File: src/design/tcta_pkg.sv
// ----------------------------------------------------------------------------
// tcta_pkg
// Types and constants of the team color tint block.
// ----------------------------------------------------------------------------
package tcta_pkg;

   localparam int LANES       = 4;
   localparam int PIXEL_W     = 16;
   localparam int NIBBLE_W    = 4;
   localparam int CSR_INDEX_W = 2;

   localparam int FLAG_BIT    = 12;
   localparam logic [NIBBLE_W-1:0] NIBBLE_MAX = 4'hF;

   typedef enum logic [CSR_INDEX_W-1:0] {
      CSR_TINT_RED   = 2'd0,
      CSR_TINT_GREEN = 2'd1,
      CSR_TINT_BLUE  = 2'd2
   } csr_index_type;

   typedef struct packed {
      logic [NIBBLE_W-1:0] red;
      logic [NIBBLE_W-1:0] green;
      logic [NIBBLE_W-1:0] blue;
   } tint_type;

   typedef struct packed {
      logic               flagged;
      logic [PIXEL_W-1:0] tinted;
      logic [PIXEL_W-1:0] marked;
      logic [PIXEL_W-1:0] original;
   } lane_result_type;

endpackage

File: src/design/tcta_if.sv
// ----------------------------------------------------------------------------
// tcta_if
// Channel interfaces: pixel group request, result and register write.
// ----------------------------------------------------------------------------
interface tcta_req_if;
   logic                        valid;
   logic                        ready;
   logic [tcta_pkg::PIXEL_W-1:0] pixel0;
   logic [tcta_pkg::PIXEL_W-1:0] pixel1;
   logic [tcta_pkg::PIXEL_W-1:0] pixel2;
   logic [tcta_pkg::PIXEL_W-1:0] pixel3;
   logic                        last_group;

   modport source (output valid, pixel0, pixel1, pixel2, pixel3, last_group, input ready);
   modport sink (input valid, pixel0, pixel1, pixel2, pixel3, last_group, output ready);
endinterface

interface tcta_rsp_if;
   logic                        valid;
   logic                        ready;
   logic [tcta_pkg::PIXEL_W-1:0] out_pixel0;
   logic [tcta_pkg::PIXEL_W-1:0] out_pixel1;
   logic [tcta_pkg::PIXEL_W-1:0] out_pixel2;
   logic [tcta_pkg::PIXEL_W-1:0] out_pixel3;
   logic                        out_last;

   modport source (output valid, out_pixel0, out_pixel1, out_pixel2, out_pixel3, out_last,
                   input ready);
   modport sink (input valid, out_pixel0, out_pixel1, out_pixel2, out_pixel3, out_last,
                 output ready);
endinterface

interface tcta_csr_if;
   logic                             valid;
   logic                             ready;
   logic [tcta_pkg::CSR_INDEX_W-1:0] index;
   logic [tcta_pkg::NIBBLE_W-1:0]    data;

   modport source (output valid, index, data, input ready);
   modport sink (input valid, index, data, output ready);
endinterface

File: src/design/tcta_lane.sv
// ----------------------------------------------------------------------------
// tcta_lane
// One pixel lane: flag detect, tinted pixel and alpha-marked pixel.
// ----------------------------------------------------------------------------
module tcta_lane (
   input  logic [tcta_pkg::PIXEL_W-1:0] pixel,
   input  tcta_pkg::tint_type           tint,
   output tcta_pkg::lane_result_type    result
);

   // k*(a&14) + c*16, saturated at 255, keep the upper nibble
   function automatic logic [tcta_pkg::NIBBLE_W-1:0] tint_nibble(
      input logic [tcta_pkg::NIBBLE_W-1:0] k,
      input logic [tcta_pkg::NIBBLE_W-1:0] a,
      input logic [tcta_pkg::NIBBLE_W-1:0] c
   );
      logic [8:0] sum;
      sum = 9'(k) * 9'({a[3:1], 1'b0}) + {1'b0, c, 4'b0000};
      return sum[8] ? tcta_pkg::NIBBLE_MAX : sum[7:4];
   endfunction

   logic [tcta_pkg::NIBBLE_W-1:0] alpha;

   assign alpha = pixel[15:12];

   always_comb begin
      result.flagged  = pixel[tcta_pkg::FLAG_BIT];
      result.original = pixel;
      result.tinted   = {tcta_pkg::NIBBLE_MAX,
                         tint_nibble(tint.red,   alpha, pixel[11:8]),
                         tint_nibble(tint.green, alpha, pixel[7:4]),
                         tint_nibble(tint.blue,  alpha, pixel[3:0])};
      result.marked   = pixel;
      if (alpha != '0) begin
         result.marked[tcta_pkg::FLAG_BIT] = 1'b1;
      end
   end

endmodule

File: src/design/tcta_merge.sv
// ----------------------------------------------------------------------------
// tcta_merge
// Combine lane results by the group flag and hold them in the output register.
// ----------------------------------------------------------------------------
module tcta_merge (
   input  logic                          clock,
   input  logic                          reset,
   input  tcta_pkg::lane_result_type     lane_res [tcta_pkg::LANES],
   input  logic                          last_group,
   input  logic                          in_valid,
   output logic                          in_ready,
   output logic                          out_valid,
   input  logic                          out_ready,
   output logic [tcta_pkg::PIXEL_W-1:0]  out_pixel [tcta_pkg::LANES],
   output logic                          out_last
);

   logic                         any_flag;
   logic                         take;
   logic                         valid_ff, valid_in;
   logic [tcta_pkg::PIXEL_W-1:0] pixel_ff [tcta_pkg::LANES];
   logic [tcta_pkg::PIXEL_W-1:0] pixel_in [tcta_pkg::LANES];
   logic                         last_ff, last_in;

   always_comb begin
      any_flag = 1'b0;
      for (int i = 0; i < tcta_pkg::LANES; i++) begin
         any_flag = any_flag | lane_res[i].flagged;
      end
      for (int i = 0; i < tcta_pkg::LANES; i++) begin
         if (!any_flag) begin
            pixel_in[i] = lane_res[i].marked;
         end else if (lane_res[i].flagged) begin
            pixel_in[i] = lane_res[i].tinted;
         end else begin
            pixel_in[i] = lane_res[i].original;
         end
      end
      last_in = last_group;
   end

   // Accept a new beat whenever the register is empty or the held one leaves this cycle
   assign in_ready = !valid_ff || out_ready;
   assign take     = in_valid && in_ready;

   always_comb begin
      if (take) begin
         valid_in = 1'b1;
      end else if (out_ready) begin
         valid_in = 1'b0;
      end else begin
         valid_in = valid_ff;
      end
   end

   always_ff @(posedge clock) begin
      if (reset) begin
         valid_ff <= 1'b0;
      end else begin
         valid_ff <= valid_in;
      end
   end

   always_ff @(posedge clock) begin
      if (take) begin
         pixel_ff <= pixel_in;
         last_ff  <= last_in;
      end
   end

   assign out_valid = valid_ff;
   assign out_pixel = pixel_ff;
   assign out_last  = last_ff;

endmodule

File: src/design/team_color_tint_argb4444_core.sv
// ----------------------------------------------------------------------------
// team_color_tint_argb4444_core
// Team color tint over groups of four ARGB4444 pixels.
// ----------------------------------------------------------------------------
// The result beat appears in the cycle after its request beat is accepted.
// Throughput: one pixel group per cycle while the result side is ready; the four lanes and the merge work in
// parallel and a single output register holds the result.
// Reset clears the tint registers to zero and empties the output register.
// Register writes are always accepted, one per cycle.
module team_color_tint_argb4444_core (
   input  logic       clock,
   input  logic       reset,
   tcta_req_if.sink   req_if,
   tcta_rsp_if.source rsp_if,
   tcta_csr_if.sink   csr_if
);

   tcta_pkg::tint_type           tint_ff, tint_in;
   logic [tcta_pkg::PIXEL_W-1:0] pixel [tcta_pkg::LANES];
   logic [tcta_pkg::PIXEL_W-1:0] out_pixel [tcta_pkg::LANES];
   tcta_pkg::lane_result_type    lane_res [tcta_pkg::LANES];

   assign csr_if.ready = 1'b1;

   always_comb begin
      tint_in = tint_ff;
      if (csr_if.valid) begin
         unique case (csr_if.index)
            tcta_pkg::CSR_TINT_RED:   tint_in.red   = csr_if.data;
            tcta_pkg::CSR_TINT_GREEN: tint_in.green = csr_if.data;
            tcta_pkg::CSR_TINT_BLUE:  tint_in.blue  = csr_if.data;
            default:                  tint_in       = tint_ff;
         endcase
      end
   end

   always_ff @(posedge clock) begin
      if (reset) begin
         tint_ff <= '0;
      end else begin
         tint_ff <= tint_in;
      end
   end

   assign pixel[0] = req_if.pixel0;
   assign pixel[1] = req_if.pixel1;
   assign pixel[2] = req_if.pixel2;
   assign pixel[3] = req_if.pixel3;

   for (genvar i = 0; i < tcta_pkg::LANES; i++) begin : g_lane
      tcta_lane u_lane (
         .pixel  (pixel[i]),
         .tint   (tint_ff),
         .result (lane_res[i])
      );
   end

   tcta_merge u_merge (
      .clock      (clock),
      .reset      (reset),
      .lane_res   (lane_res),
      .last_group (req_if.last_group),
      .in_valid   (req_if.valid),
      .in_ready   (req_if.ready),
      .out_valid  (rsp_if.valid),
      .out_ready  (rsp_if.ready),
      .out_pixel  (out_pixel),
      .out_last   (rsp_if.out_last)
   );

   assign rsp_if.out_pixel0 = out_pixel[0];
   assign rsp_if.out_pixel1 = out_pixel[1];
   assign rsp_if.out_pixel2 = out_pixel[2];
   assign rsp_if.out_pixel3 = out_pixel[3];

endmodule

File: src/flat_wrapper.sv
// flat-port wrapper written by rule: the top's interface ports become plain ports
module team_color_tint_argb4444_core_flat 
  (clock, reset, req_if_valid, req_if_pixel0, req_if_pixel1, req_if_pixel2, req_if_pixel3, req_if_last_group, req_if_ready, rsp_if_valid, rsp_if_out_pixel0, rsp_if_out_pixel1, rsp_if_out_pixel2, rsp_if_out_pixel3, rsp_if_out_last, rsp_if_ready, csr_if_valid, csr_if_index, csr_if_data, csr_if_ready);
  tcta_req_if req_if_i ();
  tcta_rsp_if rsp_if_i ();
  tcta_csr_if csr_if_i ();
  input  logic clock;
  input  logic reset;
  input wire logic [$bits(req_if_i.valid)-1:0] req_if_valid;
  input wire logic [$bits(req_if_i.pixel0)-1:0] req_if_pixel0;
  input wire logic [$bits(req_if_i.pixel1)-1:0] req_if_pixel1;
  input wire logic [$bits(req_if_i.pixel2)-1:0] req_if_pixel2;
  input wire logic [$bits(req_if_i.pixel3)-1:0] req_if_pixel3;
  input wire logic [$bits(req_if_i.last_group)-1:0] req_if_last_group;
  output wire logic [$bits(req_if_i.ready)-1:0] req_if_ready;
  output wire logic [$bits(rsp_if_i.valid)-1:0] rsp_if_valid;
  output wire logic [$bits(rsp_if_i.out_pixel0)-1:0] rsp_if_out_pixel0;
  output wire logic [$bits(rsp_if_i.out_pixel1)-1:0] rsp_if_out_pixel1;
  output wire logic [$bits(rsp_if_i.out_pixel2)-1:0] rsp_if_out_pixel2;
  output wire logic [$bits(rsp_if_i.out_pixel3)-1:0] rsp_if_out_pixel3;
  output wire logic [$bits(rsp_if_i.out_last)-1:0] rsp_if_out_last;
  input wire logic [$bits(rsp_if_i.ready)-1:0] rsp_if_ready;
  input wire logic [$bits(csr_if_i.valid)-1:0] csr_if_valid;
  input wire logic [$bits(csr_if_i.index)-1:0] csr_if_index;
  input wire logic [$bits(csr_if_i.data)-1:0] csr_if_data;
  output wire logic [$bits(csr_if_i.ready)-1:0] csr_if_ready;
  assign req_if_i.valid = req_if_valid;
  assign req_if_i.pixel0 = req_if_pixel0;
  assign req_if_i.pixel1 = req_if_pixel1;
  assign req_if_i.pixel2 = req_if_pixel2;
  assign req_if_i.pixel3 = req_if_pixel3;
  assign req_if_i.last_group = req_if_last_group;
  assign req_if_ready = req_if_i.ready;
  assign rsp_if_valid = rsp_if_i.valid;
  assign rsp_if_out_pixel0 = rsp_if_i.out_pixel0;
  assign rsp_if_out_pixel1 = rsp_if_i.out_pixel1;
  assign rsp_if_out_pixel2 = rsp_if_i.out_pixel2;
  assign rsp_if_out_pixel3 = rsp_if_i.out_pixel3;
  assign rsp_if_out_last = rsp_if_i.out_last;
  assign rsp_if_i.ready = rsp_if_ready;
  assign csr_if_i.valid = csr_if_valid;
  assign csr_if_i.index = csr_if_index;
  assign csr_if_i.data = csr_if_data;
  assign csr_if_ready = csr_if_i.ready;
  team_color_tint_argb4444_core u_core (.clock(clock), .reset(reset), .req_if(req_if_i), .rsp_if(rsp_if_i), .csr_if(csr_if_i));
endmodule
File: config.mk
export PLATFORM = sky130hd
export DESIGN_NAME = team_color_tint_argb4444_core_flat
export DESIGN_NICKNAME = d
export VERILOG_FILES = /design/src/design/tcta_pkg.sv /design/src/design/tcta_if.sv /design/src/design/tcta_lane.sv /design/src/design/tcta_merge.sv /design/src/design/team_color_tint_argb4444_core.sv /design/src/flat_wrapper.sv
export SDC_FILE = /design/constraint.sdc
export NUM_CORES = 1
export LEC_CHECK = 0
export ABC_AREA = 1
export BUFFER_PORTS_ARGS = -buffer_cell sky130_fd_sc_hd__buf_2
export CORE_MARGIN = 8
export CORE_UTILIZATION = 45
export CTS_BUF_LIST = sky130_fd_sc_hd__clkbuf_16
export CTS_CLUSTER_SIZE = 25
export DETAILED_ROUTE_END_ITERATION = 12
export HOLD_SLACK_MARGIN = 0.1
export PLACE_DENSITY = 0.69
export SLEW_MARGIN = 15
export SYNTH_ARGS = -nofsm -noshare
export SYNTH_HDL_FRONTEND = slang
export SYNTH_SLANG_ARGS = --single-unit
export TNS_END_PERCENT = 100
File: constraint.sdc
create_clock -name clock -period 5.21 [get_ports clock]
set_input_delay 1.563 -clock clock [delete_from_list [all_inputs] [get_ports clock]]
set_output_delay 1.563 -clock clock [all_outputs]
set_load 0.005 [all_outputs]
# --- Yosys cells after proc, flatten, opt, wreduce, memory -nomap -nowiden ---
# Cells that the tools add are included.
totals:
  ff_bits: 78
  in_bits: 76
  output_inout_bits: 68
  word_cells: 76
classes:
  add_sub_neg: 12
  n_mul: 12
  n_eq_ne: 2
  muxes: 26
  n_bitwise: 3
  n_reduce_logical: 12
op_table:
  columns: ["cell", "n"]
  rows:
  - ["16-bit 2-to-1 mux", 8]
  - ["8-bit by 8-bit adder with 9-bit output", 12]
  - ["4-bit by 3-bit multiplier with 7-bit output", 12]
  - ["4-bit 2-to-1 mux", 12]
  - ["4-bit nonzero test", 4]
  - ["1-bit 2-to-1 mux", 6]
  - ["2-bit AND reduction", 3]
  - ["1-bit OR", 3]
  - ["2-bit by 1-bit == test with 1-bit output, second input constant", 1]
  - ["2-bit == test, second input constant", 1]
  - ["2-bit zero test", 1]
  - ["2-bit nonzero test", 1]
  - ["1-bit logical AND", 1]
  - ["1-bit zero test", 1]
  - ["1-bit logical OR", 1]

# --- Longest topological paths before layout ---
depth:
  ltp_word: 5
  depth_mapped: 18
  mapped_depth_nobuf: 17

# --- Hierarchy ---
# From an unflattened synthesis, not the netlist that was laid out.
hier_totals:
  hier_cells: 1528
  area_unflattened_um2: 10829.1
by_module_without_submodules:
  columns: ["module", "n_inst", "cells_per_inst", "area_each_um2", "seq_area_each_um2"]
  rows:
  - ["tcta_lane", 4, 238, 1574.0, 0.0]
  - ["tcta_merge", 1, 494, 3972.6, 1971.9]
  - ["team_color_tint_argb4444_core", 1, 82, 560.5, 240.2]

# --- Worst setup path after synthesis ---
# OpenSTA, ideal clock, no wires.
synth_timing:
  path_type: "input port to flip-flop"
  from: "input port req_if_valid"
  to: "register u_core.u_merge.last_ff (netlist: u_core.u_merge.out_last), enable pin"
  setup_time_ns: 0.509
  arrival_ns: 4.759
  t_required_ns: 4.701
  slack_ns: -0.059
  cell_stages: 2
  path_buffers: 0
  cell_sequence: "inv_1 > a21oi_1"
synth_via:
  elab_chain_len: 1
synth_lines:
  columns: ["item", "line", "text"]
  rows:
  - ["from (decl)", "flat_wrapper.sv:9", "input wire logic [$bits(req_if_i.valid)-1:0] req_if_valid;"]
  - ["1-bit logical AND", "tcta_merge.sv:44", "assign take = in_valid && in_ready;"]
  - ["net u_core.u_merge.take", "tcta_merge.sv:19", "logic take;"]
  - ["to (signal assigned)", "tcta_merge.sv:67", "last_ff <= last_in;"]
  - ["to (decl)", "tcta_merge.sv:23", "logic last_ff, last_in;"]
# The timed path passes the listed nets, and every way through them passes these cells.
# A chain may end at the register's enable or synchronous reset.

==> run_results.csv <==
group,metric,value,unit
run_status,outcome,"finished clean",
cells_and_area,most-common-layout-cells,"276 x nand2_1, 204 x inv_1, 142 x buf_2",
floorplanning,die_h,148,um
timing,rsz0062_at_grt,"no",
yosys,seq_area_frac_synth,0.281,
critical_path,worstSetupEndpointType,"flip-flop",
timing,postLayoutSetupSlackWorst,0.864,ns
critical_path,ff2ff_setup_slack,1.75,ns
global_routing,antenna_found_initial,1,
detailed_routing,totalWireLength,18300,um
floorplanning,dieArea,22000,um^2
pwr,ir_worst_vdd,0.141,mV
clocking,cts_root_buf,"clkbuf_16",
clocking,path_clk_slew,0.06,ns
yosys,yosys-top-cells-area,"edfxtp_1 25%, ha_1 15%, nand2_1 13%, fa_1 12%, inv_1 9.6%",
detailed_routing,viasPerCell,4.84,
clocking,cts_tree,"yes",
cells_and_area,layout_commonest_cell,"nand2_1",
clocking,cts_buffer_depth,2,
critical_path,cpMaxStageDelayCell,"fa_1",
timing,max_freq,230,MHz
critical_path,critPathArrivalTime,4.44,ns
clocking,ctsHtreeMaxLevel,3,
clocking,ctsHoldBuffers,0,
critical_path,critical_path.max_stage_delay,0.53,ns
clocking,clkSinkCount,78,
critical_path,critical_path.top_delay_family,"adder cells",
floorplanning,core,17200,um^2
hold_path,hold_depth,2,
global_routing,grt_pass1_vias,6439,
yosys,synth_cell_types,28,
yosys,yosysWarnings,0,
floorplanning,die_w,148,um
global_routing,grt_pass1_wl,30300,um
timing,tns,0,ns
detailed_routing,drcViolationCount,0,
yosys,syn_nets,1236,
clocking,cts_resized,0,
clocking,clock_latency,0.34,ns
place,io_buffers,142,
place,pre_cts_ws,0.540,ns
timing,period_share,0.834,
yosys,syn_area,7880,um^2
cells_and_area,insertedDiodeCount,0,
pwr,leakage,5.30,nW
timing,drv_slew,0,
detailed_routing,wl_per_cell,13.3,um
hold_path,hold_path.class,"reg2reg",
critical_path,r2r_cells,14,
timing,clock_skew,0.00720,ns
clocking,postCtsSetupRepairBufs,0,
timing,fin_crit,4.35,ns
critical_path,crit_fanout,14,
place,hpwl,14400,um
yosys,syn_inst,1016,
clocking,cts_made_buffers,9,
global_routing,track_usage,0.169,
floorplanning,ioPinCount,144,
cells_and_area,drive_gt1_frac,0.165,
critical_path,crit_required,5.31,ns
critical_path,critical_path_buf_inv_count,3,
critical_path,cp_num_cells,15,
floorplanning,start_util,0.457,
critical_path,cp_cell_sequence,"buf_2, nand2_1, inv_1, fa_1, nand2_1, nor3_1, fa_1, ha_1, fa_1, nand2_1, nand2_1, a21oi_1, nand3_1, nand2_1, inv_1",
cells_and_area,area_growth,14.9,%
floorplanning,row_count,48,
detailed_routing,ant_nets,0,
critical_path,crit_type,"in2reg",
timing,max_slew.worst_pin.slew,0.659,ns
critical_path,crit_path_start_kind,"input pin",
detailed_routing,dr.pass1.iters,4,
place,place_congestion,0.807,
global_routing,grt_overflow,0,
yosys,yosys.area.top_type,"edfxtp_1",
detailed_routing,drtIter0Drc,354,
cells_and_area,finalNetCount,1364,
yosys,synth.top_cell.area_share,0.248,
timing,setup_violations,0,
yosys,synth_seq_cells,78,
detailed_routing,dr_total_vias,6646,
timing,hold_viol,0,
global_routing,grt_max_degree,34,
yosys,avgSynthCellArea,7.75,um^2
critical_path,cp_common_cell,"nand2_1",
run,timing.max_cap.violations,0,
timing,slew_headroom,0.560,
pwr,power_density,188,nW/um^2
[kinds of logic (layout without fill, tap and decap cells)]
group / Yosys count / in the layout / synth area share
AO/OA/AOI/OAI: 110 / 110 / 0.0740
XOR/XNOR: 24 / 24 / 0.0267
adder cells (fa/ha/maj): 144 / 144 / 0.275
buffers and inverters: 232 / 365 / 0.114
flip-flops: 78 / 78 / 0.281
other: 1 / 1 / 0.000476
AND/OR/NAND/NOR: 427 / 427 / 0.229
[worst min-delay path, stage by stage (launching register included)]
cell and delay, ns:
dfxtp_1 0.34, nand2_1 0.09, a21oi_1 0.05
[sequential cells by signal (all words and copies together) (netlist names)]
register and flops:
u_core.u_merge.out_pixel 64, u_core.tint_ff 12, u_core.u_merge.out_last 1, u_core.u_merge.out_valid 1
[layer usage]
metal  global-route usage  vias to the layer above  share of wire
met4               0.0581                        2          0.015
met5                    0                        -        0.00071
met1                0.207                     3038           0.44
li1                     -                     3456              -
met3               0.0307                       15          0.053
met2                0.294                      135           0.49
[cell usage after synthesis]
cell type,n
buf_2,11
nor3_1,18
edfxtp_1,65
or2_2,21
o31ai_1,1
or2_1,5
nand4_1,16
nand3b_1,4
or2_0,3
clkbuf_8,1
fa_1,48
a21oi_1,80
inv_2,4
nor2_2,8
dfxtp_1,13
nand3_1,27
inv_1,201
ha_1,96
o21bai_1,12
xnor2_1,12
o21ai_1,6
clkbuf_1,14
buf_4,1
conb_1,1
xor2_1,12
o21ai_0,11
nand2_1,276
nor2_1,49
[report_power, final]
group	switching [mW]	total [mW]	internal (mW)
clock	0.266	0.631	0.365
sequential	0.0216	0.749	0.728
combinational	0.190	0.320	0.130
total	0.478	1.70	1.22
[final timing paths]
kind / start / endpoint
min reg2reg: u_core.u_merge.out_valid / u_core.u_merge.out_valid
max: req_if_pixel0[15] / u_core.u_merge.out_pixel[51]
min: u_core.u_merge.out_valid / u_core.u_merge.out_valid
max reg2reg: u_core.tint_ff[5] / u_core.u_merge.out_pixel[23]
[through the flow]
step | std cells | total power, mW | utilization | hold WS [ns] | instance area (um^2)
floorplan | 1016 | 0.957 | - | 0.460 | 7880
global placement | 1358 | 1.08 | 0.509 | 0.520 | 8770
detailed placement | 1358 | 1.09 | 0.509 | 0.523 | 8770
CTS | 1374 | 1.73 | 0.525 | 0.536 | 9050
global route | 1374 | 1.79 | 0.525 | 0.556 | 9050
finish | 1374 | 1.70 | 0.525 | 0.530 | 9050
[layout make-up]
type	count	area, um^2
fill	1678	8190
multi-input combinational	706	4780
sequential	78	2210
inverter	205	769
timing repair buffer	144	726
tap	225	282
clock buffer	9	225
clock inverter	7	58.8
Note: power is estimated with default switching activity, not from simulation.
